<file path="config.mk">
export PLATFORM = sky130hd
export DESIGN_NAME = adsr_envelope_gain_unit
export DESIGN_NICKNAME = d
export VERILOG_FILES = /design/src/hdl/aeg_pkg.sv /design/src/hdl/adsr_envelope_gain_unit.sv /design/src/hdl/aeg_divider.sv
export SDC_FILE = /design/constraint.sdc
export NUM_CORES = 2
export LEC_CHECK = 0
export BUFFER_PORTS_ARGS = -buffer_cell sky130_fd_sc_hd__buf_4
export CAP_MARGIN = 20
export CORE_ASPECT_RATIO = 0.75
export CORE_UTILIZATION = 45
export CTS_BUF_LIST = sky130_fd_sc_hd__clkbuf_8
export DETAILED_ROUTE_END_ITERATION = 7
export GPL_TIMING_DRIVEN = 0
export PLACE_DENSITY = 0.64
export SETUP_SLACK_MARGIN = 0.4
export SKIP_CTS_REPAIR_TIMING = 1
export SYNTH_ARGS = -nofsm -noshare
export SYNTH_HDL_FRONTEND = slang
export SYNTH_SLANG_ARGS = --single-unit
</file>
<file path="constraint.sdc">
create_clock -name i_clk -period 7.85 [get_ports i_clk]
set_input_delay 1.1775 -clock i_clk [delete_from_list [all_inputs] [get_ports i_clk]]
set_output_delay 1.1775 -clock i_clk [all_outputs]
set_load 0.01 [all_outputs]
</file>
<file path="src/hdl/aeg_pkg.sv">
`timescale 1ns / 1ps

package aeg_pkg;

    // APB register map: eight registers at 8-byte strides
    localparam int APB_ADDR_W = 6;
    localparam int APB_DATA_W = 64;

    localparam logic [2:0] REG_ATTACK_DUR  = 3'd0;
    localparam logic [2:0] REG_ATTACK_LVL  = 3'd1;
    localparam logic [2:0] REG_DECAY_DUR   = 3'd2;
    localparam logic [2:0] REG_SUSTAIN_LVL = 3'd3;
    localparam logic [2:0] REG_REL_START   = 3'd4;
    localparam logic [2:0] REG_REL_DUR     = 3'd5;
    localparam logic [2:0] REG_REL_INF     = 3'd6;
    localparam logic [2:0] REG_MASTER_VOL  = 3'd7;

    localparam logic [2:0] PH_ATTACK  = 3'd0;
    localparam logic [2:0] PH_DECAY   = 3'd1;
    localparam logic [2:0] PH_SUSTAIN = 3'd2;
    localparam logic [2:0] PH_RELEASE = 3'd3;
    localparam logic [2:0] PH_DONE    = 3'd4;

    // slice width of the shared multiplier's second operand
    localparam int MUL_CHUNK = 16;

    typedef enum logic [3:0] {
        ST_IDLE,
        ST_SUB,
        ST_DIFF,
        ST_PHASE,
        ST_MULE,
        ST_DLOAD,
        ST_DIV,
        ST_MULV,
        ST_MULS,
        ST_ROUND
    } t_state;

    typedef struct packed {
        logic busy;
        logic done;
    } t_div_stat;

endpackage

</file>
<file path="src/hdl/adsr_envelope_gain_unit.sv">
// Sustain, completed and held release skip the divider; attack and ramped release form
// the gain by one multiply and a divide, decay by two multiplies and a divide (NCH =
// 16-bit slices per multiply, 3 at defaults). One item at a time; the next is taken
// in the cycle after the result is registered. Uses the shared 16-bit-slice multiplier
// and the one-bit-per-cycle divider. Synchronous active-low reset: control and
// configuration registers to reset values, release latch cleared; datapath not reset.
`timescale 1ns / 1ps

module adsr_envelope_gain_unit #(
    parameter int TIME_BITS      = 48,
    parameter int SAMPLE_BITS    = 24,
    parameter int GAIN_FRAC_BITS = 16
) (
    input  logic                          i_clk,
    input  logic                          i_rst_n,
    // input stream
    input  logic                          i_s_tvalid,
    output logic                          o_s_tready,
    // tdata: sample_time, sample_in (zero pad to bytes)
    input  logic [((TIME_BITS+SAMPLE_BITS+7)/8)*8-1:0] i_s_tdata,
    // output stream
    output logic                          o_m_tvalid,
    input  logic                          i_m_tready,
    // tdata: sample_out, envelope_gain (zero pad to bytes)
    output logic [((SAMPLE_BITS+GAIN_FRAC_BITS+4+7)/8)*8-1:0] o_m_tdata,
    // tuser: phase
    output logic [2:0]                    o_m_tuser,
    // configuration
    input  logic                          psel,
    input  logic                          penable,
    input  logic                          pwrite,
    input  logic [aeg_pkg::APB_ADDR_W-1:0] paddr,
    input  logic [aeg_pkg::APB_DATA_W-1:0] pwdata,
    output logic [aeg_pkg::APB_DATA_W-1:0] prdata,
    output logic                          pready
);

    localparam int GB   = GAIN_FRAC_BITS + 4;
    localparam int CH   = aeg_pkg::MUL_CHUNK;
    localparam int MA   = (GB > SAMPLE_BITS) ? GB : SAMPLE_BITS;
    localparam int BW   = (TIME_BITS > 2 * GB) ? TIME_BITS : 2 * GB;
    localparam int NCH  = (BW + CH - 1) / CH;
    localparam int BP   = NCH * CH;
    localparam int AW   = MA + BP;
    localparam int NW   = GB + TIME_BITS;
    localparam int PW   = SAMPLE_BITS + 2 * GB;
    localparam int SW   = PW + 1 - 2 * GAIN_FRAC_BITS;
    localparam int CW   = (NCH > 1) ? $clog2(NCH) : 1;
    localparam int OUTW = ((SAMPLE_BITS + GB + 7) / 8) * 8;

    // configuration registers
    logic [TIME_BITS-1:0] r_att_dur;
    logic [GB-1:0]        r_att_lvl;
    logic [TIME_BITS-1:0] r_dec_dur;
    logic [GB-1:0]        r_sus_lvl;
    logic [TIME_BITS-1:0] r_rel_start;
    logic [TIME_BITS-1:0] r_rel_dur;
    logic                 r_rel_inf;
    logic [GB-1:0]        r_vol;

    // sequencer and envelope state
    aeg_pkg::t_state      r_state;
    aeg_pkg::t_state      n_state;
    logic                 r_latched;
    logic [GB-1:0]        r_rfg;
    logic [GB-1:0]        r_prev;

    // per-item datapath
    logic [TIME_BITS-1:0] r_t;
    logic                 r_neg;
    logic [SAMPLE_BITS-1:0] r_mag;
    logic [TIME_BITS-1:0] r_ea;
    logic [TIME_BITS-1:0] r_er;
    logic                 r_lt_a;
    logic                 r_lt_rs;
    logic [TIME_BITS-1:0] r_dme;
    logic                 r_dme_b;
    logic [TIME_BITS-1:0] r_rme;
    logic                 r_rme_b;
    logic [2:0]           r_phase;
    logic [GB-1:0]        r_gain;
    logic                 r_dec;
    logic                 r_pass;
    logic [MA-1:0]        r_ma;
    logic [BP-1:0]        r_mb;
    logic [AW-1:0]        r_acc;
    logic [NW-1:0]        r_num;
    logic [CW-1:0]        r_cnt;
    logic [TIME_BITS-1:0] r_den;

    // output register
    logic                   r_out_valid;
    logic [SAMPLE_BITS-1:0] r_out_smp;
    logic [GB-1:0]          r_out_gain;
    logic [2:0]             r_out_phase;

    logic [TIME_BITS-1:0]   w_in_time;
    logic [SAMPLE_BITS-1:0] w_in_smp;
    logic                   w_cfg_wr;
    logic [2:0]             w_cfg_idx;
    logic [CH-1:0]          w_chunk;
    logic [MA+CH-1:0]       w_prod;
    logic [AW-1:0]          w_acc_next;
    logic                   w_last;
    logic                   w_dec_ok;
    logic                   w_rel_ok;
    logic [2:0]             w_ph;
    logic                   w_ramp;
    logic [GB-1:0]          w_rfg;
    logic                   w_div_start;
    logic [NW-1:0]          w_div_num;
    aeg_pkg::t_div_stat     w_div_stat;
    logic [GB-1:0]          w_div_quot;
    logic [PW:0]            w_sum;
    logic [SW-1:0]          w_shift;
    logic [SW-1:0]          w_limit;
    logic [SW-1:0]          w_sat;
    logic [SAMPLE_BITS-1:0] w_res;
    logic                   w_out_free;

    assign w_in_time = i_s_tdata[TIME_BITS-1:0];
    assign w_in_smp  = i_s_tdata[TIME_BITS+SAMPLE_BITS-1:TIME_BITS];

    // ---------------- configuration port ----------------
    assign pready    = 1'b1;
    assign w_cfg_idx = paddr[5:3];
    assign w_cfg_wr  = psel && penable && pwrite && pready;

    always_ff @(posedge i_clk) begin
        if (!i_rst_n) begin
            r_att_dur   <= '0;
            r_att_lvl   <= GB'(1) << GAIN_FRAC_BITS;
            r_dec_dur   <= '0;
            r_sus_lvl   <= GB'(1) << GAIN_FRAC_BITS;
            r_rel_start <= '0;
            r_rel_dur   <= '0;
            r_rel_inf   <= 1'b0;
            r_vol       <= GB'(1) << GAIN_FRAC_BITS;
        end else if (w_cfg_wr) begin
            unique case (w_cfg_idx)
                aeg_pkg::REG_ATTACK_DUR:  r_att_dur   <= pwdata[TIME_BITS-1:0];
                aeg_pkg::REG_ATTACK_LVL:  r_att_lvl   <= pwdata[GB-1:0];
                aeg_pkg::REG_DECAY_DUR:   r_dec_dur   <= pwdata[TIME_BITS-1:0];
                aeg_pkg::REG_SUSTAIN_LVL: r_sus_lvl   <= pwdata[GB-1:0];
                aeg_pkg::REG_REL_START:   r_rel_start <= pwdata[TIME_BITS-1:0];
                aeg_pkg::REG_REL_DUR:     r_rel_dur   <= pwdata[TIME_BITS-1:0];
                aeg_pkg::REG_REL_INF:     r_rel_inf   <= pwdata[0];
                aeg_pkg::REG_MASTER_VOL:  r_vol       <= pwdata[GB-1:0];
            endcase
        end
    end

    always_comb begin
        unique case (w_cfg_idx)
            aeg_pkg::REG_ATTACK_DUR:  prdata = aeg_pkg::APB_DATA_W'(r_att_dur);
            aeg_pkg::REG_ATTACK_LVL:  prdata = aeg_pkg::APB_DATA_W'(r_att_lvl);
            aeg_pkg::REG_DECAY_DUR:   prdata = aeg_pkg::APB_DATA_W'(r_dec_dur);
            aeg_pkg::REG_SUSTAIN_LVL: prdata = aeg_pkg::APB_DATA_W'(r_sus_lvl);
            aeg_pkg::REG_REL_START:   prdata = aeg_pkg::APB_DATA_W'(r_rel_start);
            aeg_pkg::REG_REL_DUR:     prdata = aeg_pkg::APB_DATA_W'(r_rel_dur);
            aeg_pkg::REG_REL_INF:     prdata = aeg_pkg::APB_DATA_W'(r_rel_inf);
            aeg_pkg::REG_MASTER_VOL:  prdata = aeg_pkg::APB_DATA_W'(r_vol);
        endcase
    end

    // ---------------- shared slice multiplier ----------------
    // MSB slice first: acc = (acc << CH) + a * slice
    assign w_chunk    = r_mb[BP-1 -: CH];
    assign w_prod     = (MA+CH)'(r_ma) * (MA+CH)'(w_chunk);
    assign w_acc_next = (r_acc << CH) + AW'(w_prod);
    assign w_last     = (r_cnt == CW'(NCH - 1));

    // ---------------- phase decision ----------------
    assign w_dec_ok = !r_dme_b && (r_dme != '0);
    assign w_rel_ok = r_rel_inf || (!r_rme_b && (r_rme != '0));
    assign w_rfg    = r_latched ? r_rfg : r_prev;

    always_comb begin
        priority if (r_lt_a) begin
            w_ph = aeg_pkg::PH_ATTACK;
        end else if (w_dec_ok) begin
            w_ph = aeg_pkg::PH_DECAY;
        end else if ((r_rel_start == '0) || r_lt_rs) begin
            w_ph = aeg_pkg::PH_SUSTAIN;
        end else if (w_rel_ok) begin
            w_ph = aeg_pkg::PH_RELEASE;
        end else begin
            w_ph = aeg_pkg::PH_DONE;
        end
    end

    assign w_ramp = (w_ph == aeg_pkg::PH_ATTACK) || (w_ph == aeg_pkg::PH_DECAY)
                 || ((w_ph == aeg_pkg::PH_RELEASE) && !r_rel_inf);

    // ---------------- divider ----------------
    assign w_div_start = (r_state == aeg_pkg::ST_DLOAD);
    assign w_div_num   = r_acc[NW-1:0] + r_num;

    aeg_divider #(
        .QUOT_BITS (GB),
        .DEN_BITS  (TIME_BITS)
    ) u_div (
        .i_clk   (i_clk),
        .i_rst_n (i_rst_n),
        .i_start (w_div_start),
        .i_num   (w_div_num),
        .i_den   (r_den),
        .o_stat  (w_div_stat),
        .o_quot  (w_div_quot)
    );

    // ---------------- round and saturate ----------------
    assign w_sum   = (PW+1)'(r_acc[PW-1:0]) + ((PW+1)'(1) << (2 * GAIN_FRAC_BITS - 1));
    assign w_shift = w_sum[PW:2*GAIN_FRAC_BITS];
    assign w_limit = r_neg ? (SW'(1) << (SAMPLE_BITS - 1))
                           : ((SW'(1) << (SAMPLE_BITS - 1)) - SW'(1));
    assign w_sat   = (w_shift > w_limit) ? w_limit : w_shift;
    assign w_res   = r_neg ? (SAMPLE_BITS'(0) - w_sat[SAMPLE_BITS-1:0])
                           : w_sat[SAMPLE_BITS-1:0];

    assign w_out_free = !r_out_valid || i_m_tready;

    // ---------------- sequencer ----------------
    always_ff @(posedge i_clk) begin
        if (!i_rst_n) begin
            r_state <= aeg_pkg::ST_IDLE;
        end else begin
            r_state <= n_state;
        end
    end

    always_comb begin
        n_state = r_state;
        unique case (r_state)
            aeg_pkg::ST_IDLE:  if (i_s_tvalid) n_state = aeg_pkg::ST_SUB;
            aeg_pkg::ST_SUB:   n_state = aeg_pkg::ST_DIFF;
            aeg_pkg::ST_DIFF:  n_state = aeg_pkg::ST_PHASE;
            aeg_pkg::ST_PHASE: n_state = w_ramp ? aeg_pkg::ST_MULE : aeg_pkg::ST_MULV;
            aeg_pkg::ST_MULE: begin
                if (w_last && (!r_dec || r_pass)) n_state = aeg_pkg::ST_DLOAD;
            end
            aeg_pkg::ST_DLOAD: n_state = aeg_pkg::ST_DIV;
            aeg_pkg::ST_DIV:   if (w_div_stat.done) n_state = aeg_pkg::ST_MULV;
            aeg_pkg::ST_MULV:  if (w_last) n_state = aeg_pkg::ST_MULS;
            aeg_pkg::ST_MULS:  if (w_last) n_state = aeg_pkg::ST_ROUND;
            aeg_pkg::ST_ROUND: if (w_out_free) n_state = aeg_pkg::ST_IDLE;
            default:           n_state = aeg_pkg::ST_IDLE;
        endcase
    end

    assign o_s_tready = (r_state == aeg_pkg::ST_IDLE);

    // envelope state: release latch and previous gain
    always_ff @(posedge i_clk) begin
        if (!i_rst_n) begin
            r_latched <= 1'b0;
            r_rfg     <= '0;
            r_prev    <= '0;
        end else begin
            if ((r_state == aeg_pkg::ST_PHASE) && (w_ph == aeg_pkg::PH_RELEASE)
                    && !r_latched) begin
                r_latched <= 1'b1;
                r_rfg     <= r_prev;
            end
            if ((r_state == aeg_pkg::ST_ROUND) && w_out_free) begin
                r_prev <= r_gain;
            end
        end
    end

    // datapath
    always_ff @(posedge i_clk) begin
        unique case (r_state)
            aeg_pkg::ST_IDLE: begin
                if (i_s_tvalid) begin
                    r_t   <= w_in_time;
                    r_neg <= w_in_smp[SAMPLE_BITS-1];
                    r_mag <= w_in_smp[SAMPLE_BITS-1]
                           ? (SAMPLE_BITS'(0) - w_in_smp) : w_in_smp;
                end
            end
            aeg_pkg::ST_SUB: begin
                {r_lt_a, r_ea}  <= {1'b0, r_t} - {1'b0, r_att_dur};
                {r_lt_rs, r_er} <= {1'b0, r_t} - {1'b0, r_rel_start};
            end
            aeg_pkg::ST_DIFF: begin
                // borrow clear and nonzero means elapsed < duration
                {r_dme_b, r_dme} <= {1'b0, r_dec_dur} - {1'b0, r_ea};
                {r_rme_b, r_rme} <= {1'b0, r_rel_dur} - {1'b0, r_er};
            end
            aeg_pkg::ST_PHASE: begin
                r_phase <= w_ph;
                r_cnt   <= '0;
                r_acc   <= '0;
                r_pass  <= 1'b0;
                r_num   <= '0;
                r_dec   <= (w_ph == aeg_pkg::PH_DECAY);
                unique case (w_ph)
                    aeg_pkg::PH_ATTACK: begin
                        r_ma  <= MA'(r_att_lvl);
                        r_mb  <= BP'(r_t);
                        r_den <= r_att_dur;
                    end
                    aeg_pkg::PH_DECAY: begin
                        r_ma  <= MA'(r_sus_lvl);
                        r_mb  <= BP'(r_ea);
                        r_den <= r_dec_dur;
                    end
                    aeg_pkg::PH_SUSTAIN: begin
                        r_gain <= r_sus_lvl;
                        r_ma   <= MA'(r_sus_lvl);
                        r_mb   <= BP'(r_vol);
                    end
                    aeg_pkg::PH_RELEASE: begin
                        r_ma <= MA'(w_rfg);
                        if (r_rel_inf) begin
                            r_gain <= w_rfg;
                            r_mb   <= BP'(r_vol);
                        end else begin
                            r_mb  <= BP'(r_rme);
                            r_den <= r_rel_dur;
                        end
                    end
                    default: begin
                        r_gain <= '0;
                        r_ma   <= '0;
                        r_mb   <= BP'(r_vol);
                    end
                endcase
            end
            aeg_pkg::ST_MULE: begin
                r_acc <= w_acc_next;
                r_mb  <= r_mb << CH;
                r_cnt <= r_cnt + CW'(1);
                if (w_last) begin
                    r_cnt <= '0;
                    // decay: keep sustain*e, then form attack*(D-e)
                    if (r_dec && !r_pass) begin
                        r_num  <= w_acc_next[NW-1:0];
                        r_acc  <= '0;
                        r_ma   <= MA'(r_att_lvl);
                        r_mb   <= BP'(r_dme);
                        r_pass <= 1'b1;
                    end
                end
            end
            aeg_pkg::ST_DLOAD: begin
                r_acc <= '0;
            end
            aeg_pkg::ST_DIV: begin
                if (w_div_stat.done) begin
                    r_gain <= w_div_quot;
                    r_ma   <= MA'(w_div_quot);
                    r_mb   <= BP'(r_vol);
                    r_cnt  <= '0;
                end
            end
            aeg_pkg::ST_MULV: begin
                r_acc <= w_acc_next;
                r_mb  <= r_mb << CH;
                r_cnt <= r_cnt + CW'(1);
                if (w_last) begin
                    r_cnt <= '0;
                    r_acc <= '0;
                    r_ma  <= MA'(r_mag);
                    r_mb  <= BP'(w_acc_next[2*GB-1:0]);
                end
            end
            aeg_pkg::ST_MULS: begin
                r_acc <= w_acc_next;
                r_mb  <= r_mb << CH;
                r_cnt <= w_last ? '0 : r_cnt + CW'(1);
            end
            aeg_pkg::ST_ROUND: begin
                if (w_out_free) begin
                    r_out_smp   <= w_res;
                    r_out_gain  <= r_gain;
                    r_out_phase <= r_phase;
                end
            end
            default: begin
            end
        endcase
    end

    always_ff @(posedge i_clk) begin
        if (!i_rst_n) begin
            r_out_valid <= 1'b0;
        end else if ((r_state == aeg_pkg::ST_ROUND) && w_out_free) begin
            r_out_valid <= 1'b1;
        end else if (i_m_tready) begin
            r_out_valid <= 1'b0;
        end
    end

    assign o_m_tvalid = r_out_valid;
    assign o_m_tdata  = OUTW'({r_out_gain, r_out_smp});
    assign o_m_tuser  = r_out_phase;

    // ---------------- assertions ----------------
    a_latch_sticky: assert property (@(posedge i_clk) disable iff (!i_rst_n)
        r_latched |=> r_latched)
        else $error("release latch cleared without reset");

    a_div_in_div: assert property (@(posedge i_clk) disable iff (!i_rst_n)
        (w_div_stat.busy || w_div_stat.done) |-> (r_state == aeg_pkg::ST_DIV))
        else $error("divider active outside divide state");

    a_done_zero: assert property (@(posedge i_clk) disable iff (!i_rst_n)
        (o_m_tvalid && (o_m_tuser == aeg_pkg::PH_DONE))
            |-> (o_m_tdata[SAMPLE_BITS+GB-1:SAMPLE_BITS] == '0))
        else $error("completed phase with nonzero gain");

endmodule

</file>
<file path="src/hdl/aeg_divider.sv">
`timescale 1ns / 1ps

// Restoring divider, one quotient bit per cycle.
// The quotient must fit QUOT_BITS: the upper DEN_BITS of the numerator are below the divisor.
module aeg_divider #(
    parameter int QUOT_BITS = 20,
    parameter int DEN_BITS  = 48
) (
    input  logic                          i_clk,
    input  logic                          i_rst_n,
    input  logic                          i_start,
    input  logic [QUOT_BITS+DEN_BITS-1:0] i_num,
    input  logic [DEN_BITS-1:0]           i_den,
    output aeg_pkg::t_div_stat            o_stat,
    output logic [QUOT_BITS-1:0]          o_quot
);

    localparam int NUM_BITS = QUOT_BITS + DEN_BITS;
    localparam int CW       = $clog2(QUOT_BITS);

    logic                 r_busy;
    logic                 r_done;
    logic [CW-1:0]        r_cnt;
    logic [DEN_BITS-1:0]  r_rem;
    logic [QUOT_BITS-1:0] r_q;
    logic [DEN_BITS-1:0]  r_den;

    logic [DEN_BITS:0]    w_trial;
    logic [DEN_BITS:0]    w_diff;
    logic                 w_ge;

    assign w_trial = {r_rem, r_q[QUOT_BITS-1]};
    assign w_ge    = (w_trial >= {1'b0, r_den});
    assign w_diff  = w_trial - {1'b0, r_den};

    always_ff @(posedge i_clk) begin
        if (!i_rst_n) begin
            r_busy <= 1'b0;
            r_done <= 1'b0;
            r_cnt  <= '0;
        end else if (i_start) begin
            r_busy <= 1'b1;
            r_done <= 1'b0;
            r_cnt  <= '0;
        end else if (r_busy) begin
            r_cnt <= r_cnt + CW'(1);
            if (r_cnt == CW'(QUOT_BITS - 1)) begin
                r_busy <= 1'b0;
                r_done <= 1'b1;
            end
        end else begin
            r_done <= 1'b0;
        end
    end

    // numerator low bits shift out of r_q as quotient bits shift in
    always_ff @(posedge i_clk) begin
        if (i_start) begin
            r_rem <= i_num[NUM_BITS-1:QUOT_BITS];
            r_q   <= i_num[QUOT_BITS-1:0];
            r_den <= i_den;
        end else if (r_busy) begin
            r_rem <= w_ge ? w_diff[DEN_BITS-1:0] : w_trial[DEN_BITS-1:0];
            r_q   <= {r_q[QUOT_BITS-2:0], w_ge};
        end
    end

    assign o_quot      = r_q;
    assign o_stat.busy = r_busy;
    assign o_stat.done = r_done;

endmodule

</file>
* After elaboration in Yosys (flattened, before gate mapping)
Cells that the tools add are included.
** Word-level totals
- Memories :: 0
- Bits in latches :: 0
- Register bits after elaboration :: 1021
- Bits in read-only memories :: 0
- Output and inout bits :: 118
- Bits of input ports :: 149
- RAM bits :: 0
- Logic and storage cells :: 214
** Operators by class
- Bitwise logic cells :: 2
- Equality and inequality tests :: 32
- Muxes and demuxes :: 60
- $add $sub $neg :: 12
- Shift-type cells :: 0
- Divide/modulo/power cells :: 0
- $mul :: 1
- Magnitude comparators :: 2
- Reduce and logical (&&, ||, !) cells :: 61
** Operator list (number)
- 64-bit case mux with 8 select lines :: 1
- 48-bit two-way mux :: 9
- 68-bit two-way mux :: 5
- 48-bit case mux with 3 select lines :: 2
- 68-bit case mux with 4 select lines :: 1
- 48-bit case mux with 5 select lines :: 1
- 48-bit by 48-bit subtractor with 49-bit output :: 4
- 24-bit two-way mux :: 7
- 68-bit case mux with 2 select lines :: 1
- 20-bit case mux with 3 select lines :: 2
- 20-bit two-way mux :: 5
- 24-bit case mux with 4 select lines :: 1
- 48-bit nonzero test :: 2
- 68-bit by 40-bit adder with 68-bit output :: 1
- 68-bit adder :: 1
- 64-bit by 32-bit adder with 65-bit output (second input constant) :: 1
- 49-bit by 48-bit >= comparator with 1-bit output :: 1
- 48-bit logical NOT :: 1
- 1-bit by 24-bit subtractor with 24-bit output (first input constant) :: 2
- 48-bit subtractor :: 1
- 24-bit by 16-bit multiplier with 40-bit output :: 1
- 20-bit case mux with 2 select lines :: 1
- 4-bit case mux with 10 select lines :: 1
- 33-bit by 24-bit greater-than comparator with 1-bit output :: 1
- 38 further kinds :: 117

* Depth between registers and ports, before layout
- Depth after elaboration :: 12
- Mapped depth :: 31

* Cells and area by module
Synthesis repeated with hierarchy kept, for this count alone.
** Second synthesis, totals
- Cells, all modules :: 8265
- Area total of the unflattened synthesis :: 75369.8 sq um
** Modules (own cells, without submodules)
- adsr_envelope_gain_unit :: seq. area each 23973.0 sq um, instances 1, area each 67285.8 sq um, cells an instance 7435
- aeg_divider :: seq. area each 3623.5 sq um, instances 1, area each 8084.0 sq um, cells an instance 830

* Least setup slack after synthesis
OpenSTA, ideal clock, no wires.
- Path kind :: reg-to-reg
- From :: register r_state[1]
- To :: register r_dme[0] (enable)
- Path buffers :: 1
- Setup slack :: -0.275 ns
- Stages on the path, launching flop included :: 4
- Arrival :: 7.450 ns
- Data required time :: 7.175 ns
- Library setup time :: 0.675 ns
- Path through :: dfxtp_1 buf_1 nand2_1 nor3_1
** On the way
- Longest elaborated chain between the ends :: 1
** Ends and longest elaborated chain
- from (decl) :: RTL line adsr_envelope_gain_unit.sv:62 : aeg_pkg::t_state r_state;
- from (signal assigned) :: RTL line adsr_envelope_gain_unit.sv:226 : r_state <= aeg_pkg::ST_IDLE;
- from (signal assigned) :: RTL line adsr_envelope_gain_unit.sv:228 : r_state <= n_state;
- 4-bit by 2-bit == test with 1-bit output :: RTL line adsr_envelope_gain_unit.sv:273 : unique case (r_state)
- to (signal assigned) :: RTL line adsr_envelope_gain_unit.sv:288 : {r_dme_b, r_dme} <= {1'b0, r_dec_dur} - {1'b0, r_ea};
- to (decl) :: RTL line adsr_envelope_gain_unit.sv:76 : logic [TIME_BITS-1:0] r_dme;
No other way between the ends.
A chain may end at the register's enable or synchronous reset.

* Worst setup path in the final report
- From :: register r_mb[33]
- To :: register r_mb[15] (data pin)
** On the way
- Longest elaborated chain between the ends :: 4
** Ends and longest elaborated chain
- from (decl) :: RTL line adsr_envelope_gain_unit.sv:85 : logic [BP-1:0] r_mb;
- from (signal assigned) :: RTL line adsr_envelope_gain_unit.sv:301 : r_mb <= BP'(r_t);
- from (signal assigned) :: RTL line adsr_envelope_gain_unit.sv:306 : r_mb <= BP'(r_ea);
- from (signal assigned) :: RTL line adsr_envelope_gain_unit.sv:312 : r_mb <= BP'(r_vol);
- 24-bit by 16-bit multiplier with 40-bit output :: RTL line adsr_envelope_gain_unit.sv:169 : assign w_prod = (MA+CH)'(r_ma) * (MA+CH)'(w_chunk);
- 68-bit by 40-bit adder with 68-bit output :: RTL line adsr_envelope_gain_unit.sv:170 : assign w_acc_next = (r_acc << CH) + AW'(w_prod);
- 48-bit two-way mux :: RTL line adsr_envelope_gain_unit.sv:362 : if (w_last) begin
- 48-bit case mux with 5 select lines :: RTL line adsr_envelope_gain_unit.sv:273
No other way between the ends.

==> summary by stage <==
Synth
The number of warning messages in the yosys log is 0. Synthesis produced 8075 cells. The share of async-settable or async-resettable flops after synthesis is 0%.

The most common flop cell mapped by yosys is sky130_fd_sc_hd__edfxtp_1. Yosys mapped the design onto 108 distinct sky130hd cell types. After synthesis, flip-flops and latches occupy 37.08% of the total area.

After synthesis the netlist holds a flip-flop and latch count of 1021. A synthesized cell averages 9.217 um2. The synthesized design contains 715 enable-type register cells. The post-synthesis cell area is 74430 um2.

Placement
The count of buffers from port buffering is 223. The standard cell area after detailed placement is 79480 um2. Once detailed placement completed, the half-perimeter wirelength came to 239.7 mm. The final RePlAce weighted congestion is 1.004.

Timing
The max-slew violation count was 0. Setup violations remaining at the end of the flow were counted as 0. Adding up every negative setup slack in the final design gives 0 ps. The clock period minus worst slack is 7296 ps. The maximum achievable frequency is 137.1 MHz. Clock skew on the completed layout was measured at 87.63 ps. The number of hold violations in the final report came to 0. The worst pin sits at a relative slew slack of 9.301%. The slew at the pin closest to its max-slew limit is 1346 ps.

Setup repair after global routing left no endpoint under its margin. The tightest hold path in the finished design has a slack of 372.7 ps. The final critical-path share of the clock period is 92.94%.

Setup path
The critical path class is flop to flop. The worst register-to-register path has a depth of 22. STA classifies the critical path startpoint as a flop. The worst setup path is captured at a flop. The reg2reg setup slack is 550 ps. The critical path data arrival time is 7890 ps. In this run the worst path has a maximum fanout of 10.

The worst path required time is 8450 ps.

Global routing
The number of antenna violations at the first check in global routing is 26. Entering global routing, the biggest net connects 69 pins. The first global-routing pass estimated 421.8 mm of wire. The number of global-route vias before repair is 61390. In the global route stage, overall resource usage came out at 34.52%. The aggregate global routing overflow is 0.

Drt
The met2 routed wirelength is 120.4 mm. The final layout contains routed wiring with a total length of 294.1 mm. The number of search-and-repair iterations in the first detailed-routing pass is 8.

The routed length on met1 is 129.8 mm. The number of remaining DRC errors is 10. Across all layers, the routed design uses 65170 vias. For this block, the initial DRC count from the detailed router was 8123. The count of nets left with antenna violations once routing finished came out at 0. The average vias per placed instance is 5.990. The uppermost metal layer occupied by signal nets is met5. The routed wire length per instance is 27.03 um. After detailed routing, the met3 layer carries 32.51 mm of wire.

CTS
CTS built an H-tree with a depth of 4. The clock passes through at most 3 buffers. The number of clock buffers inserted by TritonCTS is 174.

After clock tree synthesis, the clock-pin slew on the worst setup and hold paths is 70 ps. Counting every sink on the clock net gives 1021. The root buffer cell is sky130_fd_sc_hd__clkbuf_8. TritonCTS built the clock tree. The clock latency reported for the late side of the worst-skew pair is 980 ps.

Worst hold path
The class of the worst hold path is input port to flop. Counting instances, the worst hold path has a depth of 1.

Die
The total area inside the core boundary comes to 163400 um2. The width of the die is 471.6 um. The floorplan step set the die height to 354.2 um. In this run the core area contains 128 standard-cell rows. The die covers 167000 um2.

Once the floorplan was initialized, standard cells occupied 45.56% of the core. Pin placement for this block handled 267 I/O pins.

Layout
The area growth from synthesis to layout is 12.98%. The finished cells cover 84090 um2. The proportion of layout cells with a drive suffix above 1 is 9.008%. The final net count is 9528.

Run status
The checks that failed: design-rule violations. The run finished, with violations left.

Flow run
The number of maximum-capacitance constraint violations is 0.
==> per-layer routing <==
metal  track usage (%)  vias up
met1             51.14    31680
met3             7.300      523
li1                  -    29430
met4             11.37       14
met5                 0        -
met2             49.66     3519
==> metrics by stage <==
stage               cells  worst slack, ps  utilization (%)
finish              10880            553.9            51.47
detailed placement  10490           -832.0            48.65
global placement    10460            -2272            48.28
global route        10880            357.8            51.47
floorplan            8094             1330                -
CTS                 10810           -864.7            50.90
==> worst max-delay path, cell delays in order (launching register included) <==
cell and delay (ps):
sky130_fd_sc_hd__edfxtp_1 520, sky130_fd_sc_hd__buf_4 260, sky130_fd_sc_hd__and2_1 180, sky130_fd_sc_hd__fa_1 540
sky130_fd_sc_hd__inv_1 50, sky130_fd_sc_hd__fa_1 530, sky130_fd_sc_hd__inv_1 40, sky130_fd_sc_hd__ha_1 180
sky130_fd_sc_hd__inv_1 80, sky130_fd_sc_hd__fa_1 450, sky130_fd_sc_hd__fa_1 530, sky130_fd_sc_hd__fa_1 500
sky130_fd_sc_hd__inv_1 40, sky130_fd_sc_hd__ha_1 320, sky130_fd_sc_hd__o21a_1 220, sky130_fd_sc_hd__o21ai_0 250
sky130_fd_sc_hd__o21ba_2 230, sky130_fd_sc_hd__or2_2 310, sky130_fd_sc_hd__a21o_1 180, sky130_fd_sc_hd__a21oi_1 220
sky130_fd_sc_hd__o21ai_0 140, sky130_fd_sc_hd__xnor2_1 870, sky130_fd_sc_hd__o21ai_0 300
==> state kept, by name (all words and copies together), names as in the netlist, 24 cells and up <==
register,count
r_num,68
r_out_smp,24
r_dme,48
u_div.r_den,48
u_div.r_rem,48
r_t,48
r_mb,48
r_mag,24
r_ma,24
r_att_dur,48
r_rme,48
r_rel_dur,48
r_den,48
r_ea,48
r_er,48
r_dec_dur,48
r_acc,68
r_rel_start,48
==> layout make-up <==
cell class | instances | area (um2)
fillers | 15310 | 79270
clock buffers | 190 | 2615
inverters | 775 | 2909
flip-flops and latches | 1021 | 27600
plain buffers | 422 | 1814
diodes | 9 | 22.52
repair buffers | 310 | 2738
multi-input cells | 5875 | 42650
clock inverters | 133 | 1057
well taps | 2145 | 2684
==> layout by cell type, fill, tap and decap left out, types with 53 or more instances in the layout <==
master                     instances
sky130_fd_sc_hd__a211oi_1         68
sky130_fd_sc_hd__a21boi_0        316
sky130_fd_sc_hd__a21o_1          190
sky130_fd_sc_hd__a21oi_1         532
sky130_fd_sc_hd__a22oi_1          86
sky130_fd_sc_hd__a31oi_1          75
sky130_fd_sc_hd__and2_1          192
sky130_fd_sc_hd__and3_1           53
sky130_fd_sc_hd__buf_4           309
sky130_fd_sc_hd__clkbuf_1        310
sky130_fd_sc_hd__clkbuf_8        190
sky130_fd_sc_hd__dfxtp_1         306
sky130_fd_sc_hd__edfxtp_1        715
sky130_fd_sc_hd__fa_1            335
sky130_fd_sc_hd__ha_1            462
sky130_fd_sc_hd__inv_1           826
sky130_fd_sc_hd__mux2i_1          78
sky130_fd_sc_hd__nand2_1        1156
sky130_fd_sc_hd__nand3_1          91
sky130_fd_sc_hd__nand4_1          76
sky130_fd_sc_hd__nor2_1          491
sky130_fd_sc_hd__nor3_1           87
sky130_fd_sc_hd__o21a_1           83
sky130_fd_sc_hd__o21ai_0         318
sky130_fd_sc_hd__o22ai_1          82
sky130_fd_sc_hd__xnor2_1         231
sky130_fd_sc_hd__xor2_1          121
==> cell usage after synthesis (all sizes together), types with 18 or more instances <==
cell    instances  share of area [%]
nand2        1157                5.8
inv           774                3.9
edfxtp        715                 29
a21oi         535                3.6
nor2          494                2.5
ha            464                7.8
clkbuf        367                1.9
o21ai         338                2.3
fa            336                9.0
a21boi        321                3.2
dfxtp         306                8.2
xnor2         238                2.8
and2          194                1.6
a21o          190                1.9
xor2          127                1.5
nand3          94               0.66
nor3           93               0.65
a22oi          86               0.87
o21a           84               0.85
o22ai          83               0.70
a31oi          78               0.66
mux2i          78                1.0
nand4          76               0.64
a211oi         71               0.73
a221oi         59               0.76
buf            56               0.43
and3           54               0.46
nor4           54               0.47
nand2b         53               0.45
nor2b          50               0.42
o21bai         44               0.44
a222oi         41               0.55
o211ai         31               0.31
or3            28               0.24
o31ai          25               0.27
o221ai         18               0.21
==> logic make-up after synthesis <==
logic type,Yosys count,synth area share [%]
and+or+nand+nor,2417,14.69
AOI/OAI and AO/OA,2184,19.69
buffers and inverters,1198,6.185
DFF,1021,37.08
adders and majority gates,800,16.84
xor gates and xnor gates,365,4.305
muxes,88,1.200
other,2,0.01009
==> final timing paths <==
path / from / end
worst max register to register: r_mb[33]$_DFFE_PP_ / r_mb[15]$_DFFE_PP_
worst min-delay path: i_s_tdata[47] / r_t[47]$_DFFE_PP_
worst min register to register: r_phase[0]$_DFFE_PP_ / o_m_tuser[0]$_DFFE_PP_
worst max-delay path: r_mb[33]$_DFFE_PP_ / r_mb[15]$_DFFE_PP_
Power is not shown: default switching activity piles up to over one toggle a cycle in this logic, so the estimate is an artifact.
